$ cat config.mk
export PLATFORM = sky130hd
export DESIGN_NAME = rsa_ctrl
export DESIGN_NICKNAME = d
export VERILOG_FILES = /design/src/sv/rsa_pkg.sv /design/src/sv/rsa_ctrl.sv
export VERILOG_INCLUDE_DIRS = /design/src /design/src/sv
export SDC_FILE = /design/constraint.sdc
export NUM_CORES = 1
export LEC_CHECK = 0
export BUFFER_PORTS_ARGS = -buffer_cell sky130_fd_sc_hd__buf_2
export CORE_MARGIN = 10
export CORE_UTILIZATION = 46
export DETAILED_ROUTE_END_ITERATION = 10
export GPL_TIMING_DRIVEN = 0
export PLACE_DENSITY = 0.73
export SLEW_MARGIN = 10
export SYNTH_ARGS = -nofsm -noshare
export SYNTH_HDL_FRONTEND = slang
export SYNTH_SLANG_ARGS = --single-unit
$ cat constraint.sdc
create_clock -name clk -period 1.2 [get_ports clk]
set_clock_uncertainty 0.05 [all_clocks]
set_input_delay 0 -clock clk [delete_from_list [all_inputs] [get_ports clk]]
set_output_delay 0 -clock clk [all_outputs]
set_load 0.1 [all_outputs]
$ cat src/sv/assert_macros.svh
// assertion macros, empty under synthesis
`ifndef ASSERT_MACROS_SVH
`define ASSERT_MACROS_SVH
`ifndef SYNTHESIS
`define ASSERT_IMPL(lbl, clk, rst_n, ante, cons) \
  lbl: assert property (@(posedge clk) disable iff (!rst_n) (ante) |-> (cons)) \
    else $error("assertion failed");
`define ASSERT_NEXT(lbl, clk, rst_n, ante, cons) \
  lbl: assert property (@(posedge clk) disable iff (!rst_n) (ante) |=> (cons)) \
    else $error("assertion failed");
`else
`define ASSERT_IMPL(lbl, clk, rst_n, ante, cons)
`define ASSERT_NEXT(lbl, clk, rst_n, ante, cons)
`endif
`endif

$ cat src/sv/rsa_pkg.sv
package rsa_pkg;
  typedef struct packed {
    logic [15:0] prime_p;
    logic [15:0] prime_q;
    logic [31:0] message;
  } rsa_in_t;

  typedef struct packed {
    logic [31:0] modulus;
    logic [31:0] public_exp;
    logic [31:0] private_exp;
    logic [31:0] ciphertext;
    logic [31:0] recovered;
    logic [1:0]  status;
  } rsa_out_t;

  localparam logic [1:0] ST_OK    = 2'd0;
  localparam logic [1:0] ST_NO_E  = 2'd1;
  localparam logic [1:0] ST_NO_D  = 2'd2;

  typedef enum logic [3:0] {
    OP_NONE, OP_LOAD, OP_MUL, OP_EINIT, OP_ESTEP, OP_DINIT, OP_DSTEP,
    OP_DFIX, OP_CTINIT, OP_RECINIT, OP_PSTEP, OP_DSTART, OP_RSTART, OP_MSTART
  } rsa_op_t;

  typedef struct packed {
    rsa_op_t op;
  } rsa_cmd_t;

  typedef struct packed {
    logic done;
    logic t_small;
    logic e_found;
    logic e_fail;
    logic d_done;
    logic d_ok;
    logic exp_done;
    logic n_zero;
  } rsa_stat_t;
endpackage

$ cat src/sv/rsa_ctrl.sv
`include "assert_macros.svh"
module rsa_ctrl (
  input  logic               clk,
  input  logic               rst_n,
  input  logic               start,
  input  rsa_pkg::rsa_stat_t stat,
  output rsa_pkg::rsa_cmd_t  cmd,
  output logic               busy,
  output logic               fin,
  output logic [1:0]         fin_status
);
  import rsa_pkg::*;
  typedef enum logic [3:0] {
    S_IDLE, S_MUL, S_ECHK, S_EGO, S_EWAIT, S_DINIT, S_DGO, S_DWAIT,
    S_CTSET, S_XGO, S_XWAIT, S_DFIX, S_RECSET, S_FIN
  } state_t;

  state_t     st_r;
  logic       rec_r, dok_r;
  logic [1:0] sts_r;
  logic       fin_r;

  always_comb begin
    cmd.op = OP_NONE;
    unique case (st_r)
      S_IDLE:   cmd.op = start ? OP_LOAD : OP_NONE;
      S_MUL:    cmd.op = OP_MUL;
      S_ECHK:   cmd.op = OP_EINIT;
      S_EGO:    cmd.op = OP_ESTEP;
      S_EWAIT:  cmd.op = OP_ESTEP;
      S_DINIT:  cmd.op = OP_DINIT;
      S_DGO:    cmd.op = OP_DSTEP;
      S_DWAIT:  cmd.op = OP_DSTEP;
      S_CTSET:  cmd.op = rec_r ? OP_RECINIT : OP_CTINIT;
      S_XGO:    cmd.op = OP_MSTART;
      S_XWAIT:  cmd.op = stat.exp_done ? (rec_r ? OP_RSTART : OP_DSTART) : OP_PSTEP;
      S_DFIX:   cmd.op = OP_DFIX;
      S_RECSET: cmd.op = OP_NONE;
      S_FIN:    cmd.op = OP_NONE;
      default:  cmd.op = OP_NONE;
    endcase
  end

  always_ff @(posedge clk) begin
    if (!rst_n) begin
      st_r  <= S_IDLE;
      rec_r <= 1'b0;
      dok_r <= 1'b0;
      sts_r <= ST_OK;
      fin_r <= 1'b0;
    end else begin
      fin_r <= 1'b0;
      unique case (st_r)
        S_IDLE: if (start) st_r <= S_MUL;
        S_MUL:  st_r <= S_ECHK;
        S_ECHK: begin
          rec_r <= 1'b0;
          if (stat.t_small) begin
            sts_r <= ST_NO_E; st_r <= S_FIN;
          end else st_r <= S_EGO;
        end
        S_EGO: st_r <= S_EWAIT;
        S_EWAIT: if (stat.done) begin
          if (stat.e_found) st_r <= S_DINIT;
          else st_r <= S_EGO;
        end
        S_DINIT: st_r <= S_DGO;
        S_DGO:   st_r <= S_DWAIT;
        S_DWAIT: if (stat.done) st_r <= S_RECSET;
        S_RECSET: begin
          if (stat.d_done) begin
            dok_r <= stat.d_ok; st_r <= S_DFIX;
          end else st_r <= S_DGO;
        end
        S_DFIX: st_r <= S_CTSET;
        S_CTSET: st_r <= S_XGO;
        S_XGO:   st_r <= S_XWAIT;
        S_XWAIT: if (stat.exp_done) begin
          if (!rec_r && dok_r) begin
            rec_r <= 1'b1; st_r <= S_CTSET;
          end else begin
            sts_r <= dok_r ? ST_OK : ST_NO_D; st_r <= S_FIN;
          end
        end
        S_FIN: begin
          fin_r <= 1'b1; st_r <= S_IDLE;
        end
        default: st_r <= S_IDLE;
      endcase
    end
  end

  assign busy = (st_r != S_IDLE);
  assign fin = fin_r;
  assign fin_status = sts_r;

  `ASSERT_NEXT(a_start_busy, clk, rst_n, start && !busy, busy)
  `ASSERT_IMPL(a_fin_idle, clk, rst_n, fin, !busy)
  `ASSERT_NEXT(a_fin_pulse, clk, rst_n, fin, !fin)
endmodule

==> results.md <==
* PD cells at 1250 nW/um^2
* H-Tree Depth at 1
* Worst Path Required at 1.15 ns
* Yosys warns at 0
* Syn Inst Count at 102
* Core area at 1580 um^2
* Critical path capture point: cmd[0]
* Tmin final at 1.68 ns
* 1st-pass router iterations at 4
* Top_reg_cell synth: dfxtp_1
* Num CTS Buffers at 3
* Area post-placement at 993 um^2
* Residual DRC count at 0
* Crit-path max cell delay at 0.37 ns
* Starting density of the core at 50.3%
* # port buffers at 16
* Drt via density at 7.10
* Slowest CP cell: dfxtp_4
* Seq/Total Area, Yosys at 22.7%
* First-pass GRT wire length at 5430 um
* Reg area at 193 um^2
* Clock sink count at 9
* Final setup vio count at 12
* Post-synth EDFFs at 0
* Critical R2R Capture: st_r[1]$_SDFFE_PN0P_
* Post-DRT Antenna Nets at 0
* Final WS setup at -0.484 ns
* Syn Area/Cell at 7.78 um^2
* Largest net degree at the start of global routing at 11
* Layout Nets at 157
* Hold Vio Cnt, Final at 0
* Crit share post-route at 140%
* Max Cap Viol at 0
* ANT cells at 0
* Flop and latch count out of synthesis at 9
* CTS clk-pin slew, worst paths at 0.07 ns
* Max Buffers Root-to-Sink at 2
* Critical Path End Type: output port
* Post-detail-place hpwl at 1780 um
* Critical path origin: st_r[1]$_SDFFE_PN0P_
* Vias in the first global route at 1087
* IO Count at 19
* Most frequent CP cell: buf_8
* Crit-path cells: buf_8, buf_8, nand2_1, o22a_1, o21a_1, o32ai_4, buf_12
* Placement Rows at 14
* Total Wirelength at 4080 um
* Hold/Removal Path Class: in -> reg
* Max-slew headroom at 66.8%
* Share of the synthesized area in the top cell type at 22.7%
* Mapped Area at 793 um^2
* R2r startpoint: st_r[1]$_SDFFE_PN0P_
* Chip width at 61.5 um
* RePlAce Congestion at 0.860
* Arr. time, crit path at 1.63 ns
* DRT iter0 DRCs at 97
* Fillers at 46
* Area grow syn2layout at 87.5%
* Reg2Reg Setup Slack at -0.42 ns
* Die H at 61.5 um
* Worst-Margin Slew at 0.502 ns
* R2r worst-path depth at 8
* Place WS at -0.540 ns
* Crit Path Max Fanout at 5
* Yosys cell types at 48
* Flop pwr share at 18.2%
* Crit path kind: reg -> out
* Largest area contributor in the netlist: dfxtp_1
* Status: finished with violations
* Internal power at 0.983 mW
* Wire per inst at 25.3 um
* Global route overflow at 0
* Setup crit start kind: flip-flop
* Die ar. at 3790 um^2
* Comb pwr share at 67.6%
* Syn Nets at 113
* Layout cells sized above 1 at 57.2%
* Gr usage total at 18.9%
* Leakage at 0.595 nW
* Antenna violations before repair at 0
* Clock Tree Root: clkbuf_4
* Crit-path leading delay family: compound AO/OA/AOI/OAI gates
* CTS tree: yes
* VDD IR-drop max at 1.24 mV
* Sw Ratio at 47.3%
* Footprint of the multi-input gates at 738 um^2
* Worst Path Buf+Inv at 3
* P_sw at 0.884 mW
* Failing checks: setup timing
* Total number of vias at 1143
* Clock Latency Late Sink at 0.28 ns
* WP depth at 7
* Final Slew Violations at 0
* Fin area at 1490 um^2
* Async set or reset register ratio after synthesis at 0%
* Clock share of power at 14.2%
* Top cells by area, synth: dfxtp_1 (23%), nor2_1 (5.7%), a21oi_1 (5.0%)
* RSZ-0062 raised after global routing: true
* Fmax at 594 MHz
-- cell usage after synthesis (2+ instances only) --
| cell type | instances |
|---|---|
| nor3_1 | 3 |
| dfxtp_1 | 9 |
| buf_2 | 2 |
| nand2_1 | 6 |
| a21oi_1 | 8 |
| nand4bb_1 | 2 |
| o21ai_0 | 6 |
| nor2_1 | 12 |
| buf_6 | 3 |
| o21ai_1 | 2 |
| o32ai_1 | 2 |
| a21o_1 | 2 |
| buf_4 | 3 |
| nand2b_1 | 5 |
| nor2b_1 | 4 |
-- power groups by stage --
stage	Sequential, mW	Combinational (mW)	Clock [mW]
final	0.340	1.26	0.265
after detailed placement	0.337	0.780	0
after global placement	0.336	0.776	0
after floorplan	0.350	0.644	0
after CTS	0.331	1.11	0.248
after global routing	0.343	1.30	0.272
-- per-layer routing --
metal / share of wire, % / track usage [%]
met1: 36 / 22.4
met2: 48 / 30.0
met3: 11 / 4.12
met4: 5.3 / 12.4
met5: 0 / 0
-- sequential cells by signal, summed over array words and instances (netlist names) --
signal      count
rec_r           1
st_r            4
fin             1
dok_r           1
fin_status      2
-- logic make-up (layout without fill, tap and decap cells) --
kind of cell / after synthesis / after routing / synth area share, %
compound gates: 34 / 34 / 30.6
xor+xnor: 1 / 1 / 1.10
buf+inv: 11 / 54 / 9.78
flops: 9 / 9 / 22.7
mux: 2 / 2 / 2.68
simple gates: 45 / 45 / 33.1
-- area by class of cell --
| class | count | area share [%] |
|---|---|---|
| multi-input cells | 82 | 49.6 |
| flip-flops and latches | 9 | 13.0 |
| inverters | 2 | 0.505 |
| well taps | 16 | 1.35 |
| clock buffers | 4 | 1.77 |
| plain buffers | 8 | 8.07 |
| repair buffers | 40 | 25.7 |
-- what timing repair did --
item                       CTS  global route
hold endpoints to repair     4             1
pin swaps                   14            18
gates resized for setup     46            24
buffers inserted            17             4
hold buffers                 4             1
setup endpoints to repair   12            13
-- stage by stage --
step                      setup TNS [ns]  power, mW  hold slack (ns)  std cells  utilization (%)
after floorplan                    -1.76      0.993           0.0857        102                -
after global placement             -2.42       1.11            0.185        134             63.0
after global routing               -4.84       1.91           0.0833        161             94.4
final                              -4.42       1.87           0.0755        161             94.4
after CTS                          -4.41       1.69           0.0178        159             87.1
after detailed placement           -2.55       1.12            0.191        134             63.0
-- cell usage in the layout, fill, tap and decap left out, types with 2 or more instances in the layout --
master,netlist,routed
buf_4,3,12
buf_2,2,11
nor2_1,12,8
buf_12,0,7
buf_6,3,7
buf_8,0,5
nand2b_1,5,5
o21ai_1,2,5
dlygate4sd3_1,0,5
nand2_1,6,4
dfxtp_2,0,4
a21oi_4,0,3
nor2b_1,4,3
nor2_4,0,3
a21oi_1,8,3
clkbuf_4,0,3
dfxtp_1,9,3
nor2_2,1,2
nand2_2,1,2
a21o_1,2,2
or2_1,1,2
a21oi_2,0,2
nand4bb_1,2,2
dfxtp_4,0,2
-- worst register-to-register path: cells and delay by family (launching register included) --
| family | cells | cell delay [ns] |
|---|---|---|
| compound gates | 3 | 0.44 |
| buf+inv | 4 | 0.50 |
| flops | 1 | 0.36 |
| simple gates | 1 | 0.13 |
-- how the worst min path moves through the flow --
stage | cells past startpoint | to | slack, ns | from
6_report | 4 | st_r[1]$_SDFFE_PN0P_ | 0.08 | stat[7]
5_1_grt | 4 | st_r[1]$_SDFFE_PN0P_ | 0.08 | stat[7]
4_1_cts | 3 | st_r[1]$_SDFFE_PN0P_ | 0.02 | rst_n
3_5_place_dp | 3 | dok_r$_SDFFE_PN0P_ | 0.19 | stat[2]
3_3_place_gp | 3 | dok_r$_SDFFE_PN0P_ | 0.19 | stat[2]
2_1_floorplan | 2 | rec_r$_SDFFE_PN0P_ | 0.09 | rst_n
No activity file was read; power rests on OpenSTA's default activity.
